$ cat config.mk
export PLATFORM = sky130hd
export DESIGN_NAME = box_average_edge_replicated
export DESIGN_NICKNAME = d
export VERILOG_FILES = /design/src/sv/bae_pkg.sv /design/src/sv/bae_window.sv /design/src/sv/bae_arith.sv /design/src/sv/bae_ctrl.sv /design/src/sv/box_average_edge_replicated.sv
export VERILOG_INCLUDE_DIRS = /design/src /design/src/sv
export SDC_FILE = /design/constraint.sdc
export NUM_CORES = 1
export LEC_CHECK = 0
export BUFFER_PORTS_ARGS = -buffer_cell sky130_fd_sc_hd__buf_2
export CAP_MARGIN = 20
export CORE_MARGIN = 4
export CORE_UTILIZATION = 35
export DETAILED_ROUTE_END_ITERATION = 6
export GPL_TIMING_DRIVEN = 0
export SYNTH_ARGS = -nofsm -noshare
export SYNTH_HDL_FRONTEND = slang
export SYNTH_SLANG_ARGS = --single-unit
$ cat constraint.sdc
create_clock -name clk_i -period 16.1 [get_ports clk_i]
set_input_delay 2.415 -clock clk_i [delete_from_list [all_inputs] [get_ports clk_i]]
set_output_delay 2.415 -clock clk_i [all_outputs]
set_load 0.01 [all_outputs]
$ cat src/sv/box_average_edge_replicated_macros.svh
// assertion macros for the box average filter
`ifndef BOX_AVERAGE_EDGE_REPLICATED_MACROS_SVH
`define BOX_AVERAGE_EDGE_REPLICATED_MACROS_SVH

`ifndef NO_ASSERTIONS
// condition must hold at every clock edge out of reset
`define BAE_ASSERT_ALWAYS(label, cond) \
  label: assert property (@(posedge clk_i) disable iff (!rst_ni) (cond)) \
    else $error("assertion failed");
// antecedent in this cycle implies consequent in the next one
`define BAE_ASSERT_NEXT(label, ante, cons) \
  label: assert property (@(posedge clk_i) disable iff (!rst_ni) (ante) |=> (cons)) \
    else $error("assertion failed");
`else
`define BAE_ASSERT_ALWAYS(label, cond)
`define BAE_ASSERT_NEXT(label, ante, cons)
`endif

`endif

$ cat src/sv/bae_pkg.sv
// shared types and constants of the box average filter
package bae_pkg;

  localparam int MAX_RADIUS = 7;
  localparam int WIN_DEPTH  = 2 * MAX_RADIUS + 1;
  localparam int SMP_W      = 8;
  localparam int SMP_MAX    = (1 << SMP_W) - 1;
  localparam int RAD_W      = 3;
  localparam int D_W        = RAD_W + 1;
  localparam int Q_W        = 5;
  localparam int RECIP_W    = 16;
  localparam int IDX_W      = $clog2(WIN_DEPTH);
  localparam int SEEN_W     = $clog2(WIN_DEPTH + 1);
  localparam int SUM_W      = $clog2(WIN_DEPTH * SMP_MAX + 1);
  localparam int STEP_W     = $clog2(SUM_W);
  localparam int PROD_W     = 32;
  localparam int CFG_IDX_W  = 8;
  localparam int CFG_DATA_W = 16;

  // configuration register indexes
  localparam logic [CFG_IDX_W-1:0] CFG_RADIUS     = CFG_IDX_W'(0);
  localparam logic [CFG_IDX_W-1:0] CFG_NORM_MODE  = CFG_IDX_W'(1);
  localparam logic [CFG_IDX_W-1:0] CFG_FRAC_BITS  = CFG_IDX_W'(2);
  localparam logic [CFG_IDX_W-1:0] CFG_RECIPROCAL = CFG_IDX_W'(3);

  typedef enum logic [2:0] {
    ST_IDLE,
    ST_SUM,
    ST_PREP,
    ST_DIV,
    ST_ROUND,
    ST_EMIT
  } state_e;

  typedef enum logic [2:0] {
    OP_NONE,
    OP_CLEAR,
    OP_ACCUM,
    OP_DIV_INIT,
    OP_DIV_STEP,
    OP_MUL,
    OP_ROUND
  } op_e;

  typedef struct packed {
    logic              in_ready;
    op_e               op;
    logic [IDX_W-1:0]  tap_idx;
    logic              emit;
    logic              emit_last;
  } ctrl_t;

endpackage

$ cat src/sv/bae_window.sv
// sample shift line with one selectable read tap
module bae_window (
  input  logic                          clk_i,
  input  logic                          shift_i,
  input  logic [bae_pkg::SMP_W-1:0]     sample_i,
  input  logic [bae_pkg::IDX_W-1:0]     tap_idx_i,
  output logic [bae_pkg::SMP_W-1:0]     tap_o
);

  logic [bae_pkg::SMP_W-1:0] store_q [bae_pkg::WIN_DEPTH];

  // newest sample at index 0
  always_ff @(posedge clk_i) begin
    if (shift_i) begin
      store_q[0] <= sample_i;
      for (int k = 1; k < bae_pkg::WIN_DEPTH; k++) begin
        store_q[k] <= store_q[k-1];
      end
    end
  end

  assign tap_o = store_q[tap_idx_i];

endmodule

$ cat src/sv/bae_arith.sv
// shared arithmetic unit: window accumulate, restoring divide, reciprocal multiply, rounding shift
module bae_arith (
  input  logic                            clk_i,
  input  bae_pkg::op_e                    op_i,
  input  logic [bae_pkg::SMP_W-1:0]       tap_i,
  input  logic [bae_pkg::RAD_W-1:0]       radius_i,
  input  logic                            norm_mode_i,
  input  logic [bae_pkg::Q_W-1:0]         frac_bits_i,
  input  logic [bae_pkg::RECIP_W-1:0]     reciprocal_i,
  output logic [bae_pkg::SMP_W-1:0]       result_o
);

  logic [bae_pkg::SUM_W-1:0]  sum_q, sum_d;
  logic [bae_pkg::SUM_W-1:0]  quo_q, quo_d;
  logic [bae_pkg::D_W-1:0]    rem_q, rem_d;
  logic [bae_pkg::PROD_W-1:0] prod_q, prod_d;

  logic [bae_pkg::D_W-1:0]    divisor;
  logic [bae_pkg::D_W:0]      rem_sh;
  logic                       fits;
  logic [bae_pkg::PROD_W-1:0] rnd;
  logic [bae_pkg::PROD_W-1:0] rsum;

  assign divisor = bae_pkg::D_W'({radius_i, 1'b1});
  assign rem_sh  = {rem_q, quo_q[bae_pkg::SUM_W-1]};
  assign fits    = rem_sh >= (bae_pkg::D_W + 1)'(divisor);
  assign rnd     = (frac_bits_i == '0) ? '0
                 : bae_pkg::PROD_W'(1) << (frac_bits_i - bae_pkg::Q_W'(1));
  assign rsum    = prod_q + rnd;

  always_comb begin
    sum_d  = sum_q;
    quo_d  = quo_q;
    rem_d  = rem_q;
    prod_d = prod_q;
    case (op_i)
      bae_pkg::OP_CLEAR:    sum_d = '0;
      bae_pkg::OP_ACCUM:    sum_d = sum_q + bae_pkg::SUM_W'(tap_i);
      bae_pkg::OP_DIV_INIT: begin
        // half the diameter is the radius
        quo_d = sum_q + bae_pkg::SUM_W'(radius_i);
        rem_d = '0;
      end
      bae_pkg::OP_DIV_STEP: begin
        quo_d = {quo_q[bae_pkg::SUM_W-2:0], fits};
        rem_d = fits ? bae_pkg::D_W'(rem_sh - (bae_pkg::D_W + 1)'(divisor))
                     : bae_pkg::D_W'(rem_sh);
      end
      bae_pkg::OP_MUL:      prod_d = bae_pkg::PROD_W'(reciprocal_i)
                                   * bae_pkg::PROD_W'(sum_q);
      bae_pkg::OP_ROUND:    prod_d = rsum >> frac_bits_i;
      default: ;
    endcase
  end

  always_ff @(posedge clk_i) begin
    sum_q  <= sum_d;
    quo_q  <= quo_d;
    rem_q  <= rem_d;
    prod_q <= prod_d;
  end

  // saturate to one byte
  always_comb begin
    if (norm_mode_i) begin
      result_o = (prod_q > bae_pkg::PROD_W'(bae_pkg::SMP_MAX))
               ? bae_pkg::SMP_W'(bae_pkg::SMP_MAX) : prod_q[bae_pkg::SMP_W-1:0];
    end else begin
      result_o = (quo_q > bae_pkg::SUM_W'(bae_pkg::SMP_MAX))
               ? bae_pkg::SMP_W'(bae_pkg::SMP_MAX) : quo_q[bae_pkg::SMP_W-1:0];
    end
  end

endmodule

$ cat src/sv/bae_ctrl.sv
// sequencer: line position tracking, tap walk and normalize steps
module bae_ctrl (
  input  logic                        clk_i,
  input  logic                        rst_ni,
  input  logic                        in_valid_i,
  input  logic                        in_last_i,
  input  logic                        out_free_i,
  input  logic [bae_pkg::RAD_W-1:0]   radius_i,
  input  logic                        norm_mode_i,
  output bae_pkg::ctrl_t              ctrl_o
);

  bae_pkg::state_e state_q, state_d;
  logic [bae_pkg::RAD_W-1:0]  e_q, e_d;
  logic [bae_pkg::IDX_W-1:0]  j_q, j_d;
  logic [bae_pkg::STEP_W-1:0] step_q, step_d;
  logic [bae_pkg::SEEN_W-1:0] seen_q, seen_d;
  logic                       last_q, last_d;

  logic                       accept;
  logic [bae_pkg::SEEN_W-1:0] seen_inc;
  logic [bae_pkg::SEEN_W-1:0] top_start;
  logic [bae_pkg::RAD_W-1:0]  e_start;
  logic                       has_out;
  logic [bae_pkg::IDX_W-1:0]  j_max;
  logic                       sum_done;
  logic                       div_done;
  logic                       more;
  logic signed [bae_pkg::IDX_W:0] p_s;
  logic [bae_pkg::IDX_W-1:0]  top;

  assign accept    = (state_q == bae_pkg::ST_IDLE) && in_valid_i;
  assign seen_inc  = (seen_q == bae_pkg::SEEN_W'(bae_pkg::WIN_DEPTH))
                   ? seen_q : seen_q + bae_pkg::SEEN_W'(1);
  assign top_start = seen_inc - bae_pkg::SEEN_W'(1);
  assign e_start   = (top_start > bae_pkg::SEEN_W'(radius_i))
                   ? radius_i : bae_pkg::RAD_W'(top_start);
  assign has_out   = in_last_i
                   || (seen_inc >= bae_pkg::SEEN_W'(radius_i) + bae_pkg::SEEN_W'(1));
  assign j_max     = bae_pkg::IDX_W'({radius_i, 1'b0});
  assign sum_done  = j_q == j_max;
  assign div_done  = step_q == bae_pkg::STEP_W'(bae_pkg::SUM_W - 1);
  assign more      = last_q && (e_q != '0);

  // tap position, clamped to the samples of this line
  assign p_s = $signed({1'b0, bae_pkg::IDX_W'(e_q)})
             + $signed({1'b0, bae_pkg::IDX_W'(radius_i)})
             - $signed({1'b0, j_q});
  assign top = bae_pkg::IDX_W'(seen_q - bae_pkg::SEEN_W'(1));

  always_comb begin
    state_d = state_q;
    case (state_q)
      bae_pkg::ST_IDLE:  if (accept && has_out) state_d = bae_pkg::ST_SUM;
      bae_pkg::ST_SUM:   if (sum_done) state_d = bae_pkg::ST_PREP;
      bae_pkg::ST_PREP:  state_d = norm_mode_i ? bae_pkg::ST_ROUND : bae_pkg::ST_DIV;
      bae_pkg::ST_DIV:   if (div_done) state_d = bae_pkg::ST_EMIT;
      bae_pkg::ST_ROUND: state_d = bae_pkg::ST_EMIT;
      bae_pkg::ST_EMIT: begin
        if (out_free_i) state_d = more ? bae_pkg::ST_SUM : bae_pkg::ST_IDLE;
      end
      default:           state_d = bae_pkg::ST_IDLE;
    endcase
  end

  always_comb begin
    e_d    = e_q;
    j_d    = j_q;
    step_d = step_q;
    seen_d = seen_q;
    last_d = last_q;
    case (state_q)
      bae_pkg::ST_IDLE: begin
        if (accept) begin
          seen_d = seen_inc;
          last_d = in_last_i;
          e_d    = in_last_i ? e_start : radius_i;
          j_d    = '0;
        end
      end
      bae_pkg::ST_SUM:  j_d = j_q + bae_pkg::IDX_W'(1);
      bae_pkg::ST_PREP: step_d = '0;
      bae_pkg::ST_DIV:  step_d = step_q + bae_pkg::STEP_W'(1);
      bae_pkg::ST_EMIT: begin
        if (out_free_i) begin
          if (more) begin
            e_d = e_q - bae_pkg::RAD_W'(1);
            j_d = '0;
          end else if (last_q) begin
            seen_d = '0;
          end
        end
      end
      default: ;
    endcase
  end

  always_comb begin
    ctrl_o.in_ready  = state_q == bae_pkg::ST_IDLE;
    ctrl_o.emit      = (state_q == bae_pkg::ST_EMIT) && out_free_i;
    ctrl_o.emit_last = last_q && (e_q == '0);
    if (p_s < 0) begin
      ctrl_o.tap_idx = '0;
    end else if (p_s[bae_pkg::IDX_W-1:0] > top) begin
      ctrl_o.tap_idx = top;
    end else begin
      ctrl_o.tap_idx = p_s[bae_pkg::IDX_W-1:0];
    end
    case (state_q)
      bae_pkg::ST_IDLE:  ctrl_o.op = accept ? bae_pkg::OP_CLEAR : bae_pkg::OP_NONE;
      bae_pkg::ST_SUM:   ctrl_o.op = bae_pkg::OP_ACCUM;
      bae_pkg::ST_PREP:  ctrl_o.op = norm_mode_i ? bae_pkg::OP_MUL : bae_pkg::OP_DIV_INIT;
      bae_pkg::ST_DIV:   ctrl_o.op = bae_pkg::OP_DIV_STEP;
      bae_pkg::ST_ROUND: ctrl_o.op = bae_pkg::OP_ROUND;
      bae_pkg::ST_EMIT:  ctrl_o.op = (out_free_i && more) ? bae_pkg::OP_CLEAR
                                                          : bae_pkg::OP_NONE;
      default:           ctrl_o.op = bae_pkg::OP_NONE;
    endcase
  end

  always_ff @(posedge clk_i or negedge rst_ni) begin
    if (!rst_ni) begin
      state_q <= bae_pkg::ST_IDLE;
      e_q     <= '0;
      j_q     <= '0;
      step_q  <= '0;
      seen_q  <= '0;
      last_q  <= 1'b0;
    end else begin
      state_q <= state_d;
      e_q     <= e_d;
      j_q     <= j_d;
      step_q  <= step_d;
      seen_q  <= seen_d;
      last_q  <= last_d;
    end
  end

endmodule

$ cat src/sv/box_average_edge_replicated.sv
// top level of the edge-replicated box average filter
// Smooths a line of 8-bit samples with a window of 2*radius+1 samples, the line
// edges extended by repeating the first and last sample. Results lag the input
// by radius positions; the item flagged tlast flushes the remaining positions,
// so one input item yields zero to radius+1 result items, the final one flagged
// tlast. Every result is built by one shared arithmetic unit under a small
// sequencer: a walk over the 2*radius+1 window taps builds the sum, a prepare
// step starts normalization, then either restoring division, one quotient bit
// per cycle (mode 0), or a rounding shift after the multiply (mode 1), and a
// final step hands the result to the output register. s_axis_tready is low
// while a result is in progress; the output register lets the next item in
// while the last result still waits. Configuration writes are accepted in any
// cycle and must only be issued while the block is idle.
`include "box_average_edge_replicated_macros.svh"

module box_average_edge_replicated (
  input  logic                             clk_i,
  input  logic                             rst_ni,
  // input stream
  input  logic                             s_axis_tvalid,
  output logic                             s_axis_tready,
  input  logic [7:0]                       s_axis_tdata,   // [7:0] sample
  input  logic                             s_axis_tlast,   // last_in
  // result stream
  output logic                             m_axis_tvalid,
  input  logic                             m_axis_tready,
  output logic [7:0]                       m_axis_tdata,   // [7:0] smoothed
  output logic                             m_axis_tlast,   // last_out
  // register writes
  input  logic                             cfg_valid_i,
  output logic                             cfg_ready_o,
  input  logic [bae_pkg::CFG_IDX_W-1:0]    cfg_index_i,
  input  logic [bae_pkg::CFG_DATA_W-1:0]   cfg_data_i
);

  // configuration registers
  logic [bae_pkg::RAD_W-1:0]   radius_q;
  logic                        norm_mode_q;
  logic [bae_pkg::Q_W-1:0]     frac_bits_q;
  logic [bae_pkg::RECIP_W-1:0] reciprocal_q;
  logic [bae_pkg::RAD_W-1:0]   radius_eff;

  // output register
  logic                        out_valid_q;
  logic [bae_pkg::SMP_W-1:0]   out_data_q;
  logic                        out_last_q;
  logic                        out_free;

  bae_pkg::ctrl_t              ctrl;
  logic [bae_pkg::SMP_W-1:0]   tap;
  logic [bae_pkg::SMP_W-1:0]   result;
  logic                        in_accept;

  assign cfg_ready_o = 1'b1;

  always_ff @(posedge clk_i or negedge rst_ni) begin
    if (!rst_ni) begin
      radius_q     <= bae_pkg::RAD_W'(1);
      norm_mode_q  <= 1'b0;
      frac_bits_q  <= bae_pkg::Q_W'(8);
      reciprocal_q <= bae_pkg::RECIP_W'(85);
    end else if (cfg_valid_i && cfg_ready_o) begin
      case (cfg_index_i)
        bae_pkg::CFG_RADIUS:     radius_q     <= cfg_data_i[bae_pkg::RAD_W-1:0];
        bae_pkg::CFG_NORM_MODE:  norm_mode_q  <= cfg_data_i[0];
        bae_pkg::CFG_FRAC_BITS:  frac_bits_q  <= cfg_data_i[bae_pkg::Q_W-1:0];
        bae_pkg::CFG_RECIPROCAL: reciprocal_q <= cfg_data_i[bae_pkg::RECIP_W-1:0];
        default: ;
      endcase
    end
  end

  // radius beyond the window capacity acts as the largest one
  assign radius_eff = (int'(radius_q) > bae_pkg::MAX_RADIUS)
                    ? bae_pkg::RAD_W'(bae_pkg::MAX_RADIUS) : radius_q;

  assign out_free  = !out_valid_q || m_axis_tready;
  assign in_accept = s_axis_tvalid && s_axis_tready;

  bae_ctrl u_ctrl (
    .clk_i       (clk_i),
    .rst_ni      (rst_ni),
    .in_valid_i  (s_axis_tvalid),
    .in_last_i   (s_axis_tlast),
    .out_free_i  (out_free),
    .radius_i    (radius_eff),
    .norm_mode_i (norm_mode_q),
    .ctrl_o      (ctrl)
  );

  bae_window u_window (
    .clk_i     (clk_i),
    .shift_i   (in_accept),
    .sample_i  (s_axis_tdata),
    .tap_idx_i (ctrl.tap_idx),
    .tap_o     (tap)
  );

  bae_arith u_arith (
    .clk_i        (clk_i),
    .op_i         (ctrl.op),
    .tap_i        (tap),
    .radius_i     (radius_eff),
    .norm_mode_i  (norm_mode_q),
    .frac_bits_i  (frac_bits_q),
    .reciprocal_i (reciprocal_q),
    .result_o     (result)
  );

  assign s_axis_tready = ctrl.in_ready;

  // result holding stage, decouples the sequencer from the downstream stall
  always_ff @(posedge clk_i or negedge rst_ni) begin
    if (!rst_ni) begin
      out_valid_q <= 1'b0;
    end else if (ctrl.emit) begin
      out_valid_q <= 1'b1;
    end else if (m_axis_tready) begin
      out_valid_q <= 1'b0;
    end
  end

  always_ff @(posedge clk_i) begin
    if (ctrl.emit) begin
      out_data_q <= result;
      out_last_q <= ctrl.emit_last;
    end
  end

  assign m_axis_tvalid = out_valid_q;
  assign m_axis_tdata  = out_data_q;
  assign m_axis_tlast  = out_last_q;

  // the sequencer never overwrites a result that is still waiting
  `BAE_ASSERT_ALWAYS(a_no_overwrite, !ctrl.emit || !out_valid_q || m_axis_tready)
  // a line end always produces at least one result, so the block goes busy
  `BAE_ASSERT_NEXT(a_last_busy, in_accept && s_axis_tlast, !s_axis_tready)
  // no new item is taken while a result is being computed
  `BAE_ASSERT_ALWAYS(a_ready_no_op, !s_axis_tready || !ctrl.emit)

endmodule

==> PnR_summary.wiki <==
{| class="wikitable"
! Metric !! Value
|-
| Register-to-Register Setup Slack || between 8 and 9 ns
|-
| H-tree depth || 1
|-
| Most frequent cells after synthesis || 299 x sky130_fd_sc_hd__nand2_1, 235 x sky130_fd_sc_hd__inv_1, 189 x sky130_fd_sc_hd__edfxtp_1
|-
| Wire length per cell after detailed routing || 20.81 um
|-
| P&R area growth vs syn || 9.801%
|-
| Antenna violations before repair || 1
|-
| Total gr overflow || 0
|-
| Synth Flop Type || sky130_fd_sc_hd__edfxtp_1
|-
| Global Route Usage Sum || 0.1950
|-
| Proportion of synthesized chip area in sequential cells || 0.3160
|-
| CP Data Required Time || ~16 ns
|-
| Crit-path max cell delay || 0.65 ns
|-
| Seq cells post-synth || 234
|-
| Crit path DAT || slightly below 8 ns
|-
| Fraction of synthesis flops using an asynchronous set or reset pin || 0.1923
|-
| Pin count of the biggest net entering global routing || 79
|-
| Unrepaired setup endpoints after global routing || no
|-
| Hold crit path type || flop to flop
|-
| Final slew viol count || 0
|-
| TritonCTS sink count || between 200 and 250
|-
| Root Buffer Master || sky130_fd_sc_hd__clkbuf_16
|-
| Number of cells produced by synthesis || 2294
|-
| Count of final setup violators || 0
|-
| Crit start category || flop
|-
| DPL Wire Length || 51.66 mm
|-
| Total CTS buffers || 26
|-
| Max Freq || ~130 MHz
|-
| Slew at the pin closest to its max-slew limit || 1.087 ns
|-
| Hold-fix buffers, CTS || 0
|-
| Number of vias after detailed routing || 17680
|-
| Area of combinational cells with multiple inputs || between 10000 and 15000 um^2
|-
| Number of DRC markers in iteration 0 || 1719
|-
| Final Util || 0.3898
|-
| Total DRC errors in the routed layout || 0
|-
| Wire length of the first global-routing pass || approximately 100 mm
|-
| Setup_tns || 0 ns
|-
| Post-synthesis instance area || 21550 um^2
|-
| Number of enable-type register cells in the synthesized netlist || 189
|-
| Fin Clk Skew || 0.03603 ns
|-
| Hold violation count in the final report || 0
|-
| Number of nets with antenna violations after detailed routing || 0
|-
| Fillers || 6014
|-
| Worst setup slack after placement || 8.531 ns
|-
| Drt first pass iters || 5
|-
| Leakage dissipation || 10.15 nW
|-
| Crit. End Element || flop
|-
| Y dimension of the die || 256.1 um
|-
| Max Buffers Root-to-Sink || 3
|-
| Antenna diode count || 0
|-
| Post-CTS setup buffer count || 0
|-
| Clock latency on the worst-skew pair || 0.58 ns
|-
| R2r worst-path depth || 30
|-
| Vias in the first global route || 17740
|-
| Final WL || around 66 mm
|-
| Yosys warnings || 0
|-
| Maximum ir drop on the vdd rail || 0.0003418 V
|-
| CTS clk-pin slew, worst paths || approximately 0.07 ns
|-
| Headroom to the max-slew limit || 0.2700
|-
| Mapped Nets || 2617
|-
| Most repeated cell in the gate-level netlist after synthesis || sky130_fd_sc_hd__nand2_1
|-
| Maximum net fanout on the critical path || 10
|-
| Starting density of the core || 0.3550
|-
| PortBufs || 48
|-
| Final estimated routing congestion in global placement || just over 0.9
|-
| X dimension of the die || 256.1 um
|-
| IO Pins || 50
|-
| # Max-Cap Violations || 0
|-
| Clock tree from TritonCTS || built
|-
| Hold-critical path depth || 0
|-
| Dominant cell type by area after synthesis || sky130_fd_sc_hd__edfxtp_1
|-
| Sequential cell area || 6809 um^2
|-
| Top cell type's share of synthesized area || 0.2634
|-
| Synth cell types || 87
|-
| Critical path's slowest cell || sky130_fd_sc_hd__o211ai_1
|-
| Top cells by area in the synthesized netlist || sky130_fd_sc_hd__edfxtp_1 26%, sky130_fd_sc_hd__fa_1 14%, sky130_fd_sc_hd__ha_1 8.0%
|-
| Cell Pwr Density || 224.2 nW/um^2
|-
| Full die area || roughly 66000 um^2
|-
| Total power || 5.305 mW
|-
| Floorplan core area || 60700 um^2
|-
| Final worst slack || 8.548 ns
|-
| Number of instances in the placed design || 3128
|-
| Number of nets in the layout || about 2700
|-
| Final cell count without fillers || 3174
|-
| Share of post-route cells with drive strength above 1 || 0.06898
|-
| Post-cts sizing count || 0
|-
| Outcome || finished clean
|-
| Vias per cell || 5.571
|-
| Number of rows in the core area || 90
|-
| Final min period || 7.552 ns
|-
| Syn_area_per_cell || 9.393 um^2
|-
| Path type of the worst setup path || flop to flop
|-
| Tcrit/Tclk final || 0.4691
|}
-- power by group --
part	leakage [nW]	switching [mW]	internal (mW)	total, mW
Combinational	7.47	2.42	1.34	3.76
Clock	0.395	0.258	0.320	0.578
Sequential	2.30	0.0929	0.875	0.968
Total	10.2	2.77	2.53	5.30
-- cells by family after synthesis --
kind of cell | count (synthesis) | share of synthesized area
AO/OA/AOI/OAI | 480 | 0.1555
XOR/XNOR | 73 | 0.02967
adder cells (fa/ha/maj) | 285 | 0.2167
buffers and inverters | 357 | 0.06277
flip-flops | 234 | 0.3160
multiplexers | 89 | 0.04912
other | 1 | 0.0001740
AND/OR/NAND/NOR | 775 | 0.1701
-- stage by stage --
step                      hold slack [ns]  cell area [um^2]
final                              0.4386             23660
after global routing               0.4448             23660
after CTS                          0.4420             23660
after detailed placement           0.4268             22850
after global placement             0.4213             22770
after floorplan                    0.4174             21550
-- final timing paths --
check                                                 start                          endpoint
max in group asynchronous                            rst_ni        frac_bits_q[3]$_DFFE_PN1P_
max reg2reg                       radius_eff[1]$_DFFE_PN0P_   u_arith.sum_q[10]$_SDFFCE_PN0P_
min in group asynchronous                            rst_ni       reciprocal_q[8]$_DFFE_PN0P_
min reg2reg                u_window.store_q[7][3]$_DFFE_PP_  u_window.store_q[8][3]$_DFFE_PP_
min                        u_window.store_q[7][3]$_DFFE_PP_  u_window.store_q[8][3]$_DFFE_PP_
max                               radius_eff[1]$_DFFE_PN0P_   u_arith.sum_q[10]$_SDFFCE_PN0P_
-- registers in the layout (all words and copies together), names as in the netlist, 4 cells and up --
register          cells
frac_bits_q           5
u_ctrl.seen_q         4
u_ctrl.j_q            4
u_arith.sum_q        12
u_arith.rem_q         4
m_axis_tdata          8
u_arith.prod_q       32
reciprocal_q         16
u_window.store_q    120
u_arith.quo_q        12
u_ctrl.step_q         4
-- worst max-delay path: cells and delay by family, from the launching register on --
family | cells | cell delay [ns]
buf+inv | 5 | 1.34
flops | 1 | 0.49
fa+ha+maj | 5 | 1.81
simple gates | 5 | 0.55
compound gates | 13 | 2.78
xor+xnor | 2 | 0.35
-- final cells by class --
class                           instances  area share
Tap cell                              782     0.04135
Sequential cell                       234      0.2878
Timing Repair Buffer                   52     0.01322
Buffer                                120     0.01957
Clock inverter                         13    0.005077
Clock buffer                           33     0.02903
Multi-Input combinational cell       1703      0.5663
Inverter                              237     0.03770
-- metal layers --
layer,share of wire,GRT usage,up-vias
li1,-,-,8238
met3,0.066,0.03057,145
met2,0.46,0.3172,633
met4,0.036,0.06598,2
met1,0.44,0.2664,8664
met5,0.00020,0,-
-- cells in the final DEF (no fill, tap or decap), types with 11 or more instances in the layout --
cell type                     n
sky130_fd_sc_hd__fa_1       147
sky130_fd_sc_hd__a211o_1     11
sky130_fd_sc_hd__nor2_1     156
sky130_fd_sc_hd__nor3_1      37
sky130_fd_sc_hd__nand2b_1    19
sky130_fd_sc_hd__clkbuf_16   26
sky130_fd_sc_hd__a31oi_1     30
sky130_fd_sc_hd__and3_1      22
sky130_fd_sc_hd__clkbuf_1   113
sky130_fd_sc_hd__buf_2       50
sky130_fd_sc_hd__xnor2_1     39
sky130_fd_sc_hd__a211oi_1    60
sky130_fd_sc_hd__a21o_1      43
sky130_fd_sc_hd__dfrtp_1     39
sky130_fd_sc_hd__mux2_2      34
sky130_fd_sc_hd__nand2_1    299
sky130_fd_sc_hd__ha_1       138
sky130_fd_sc_hd__nor4_1      12
sky130_fd_sc_hd__nor2b_1     18
sky130_fd_sc_hd__mux2i_1     45
sky130_fd_sc_hd__nand3_1     43
sky130_fd_sc_hd__or3_1       16
sky130_fd_sc_hd__o31ai_1     14
sky130_fd_sc_hd__o21ai_0     60
sky130_fd_sc_hd__a311oi_1    12
sky130_fd_sc_hd__o21a_1      14
sky130_fd_sc_hd__nand4_1     17
sky130_fd_sc_hd__edfxtp_1   189
sky130_fd_sc_hd__a21oi_1    103
sky130_fd_sc_hd__o211ai_1    22
sky130_fd_sc_hd__xor2_1      34
sky130_fd_sc_hd__and2_1     103
sky130_fd_sc_hd__inv_1      234
No activity file was read; power rests on OpenSTA's default activity.
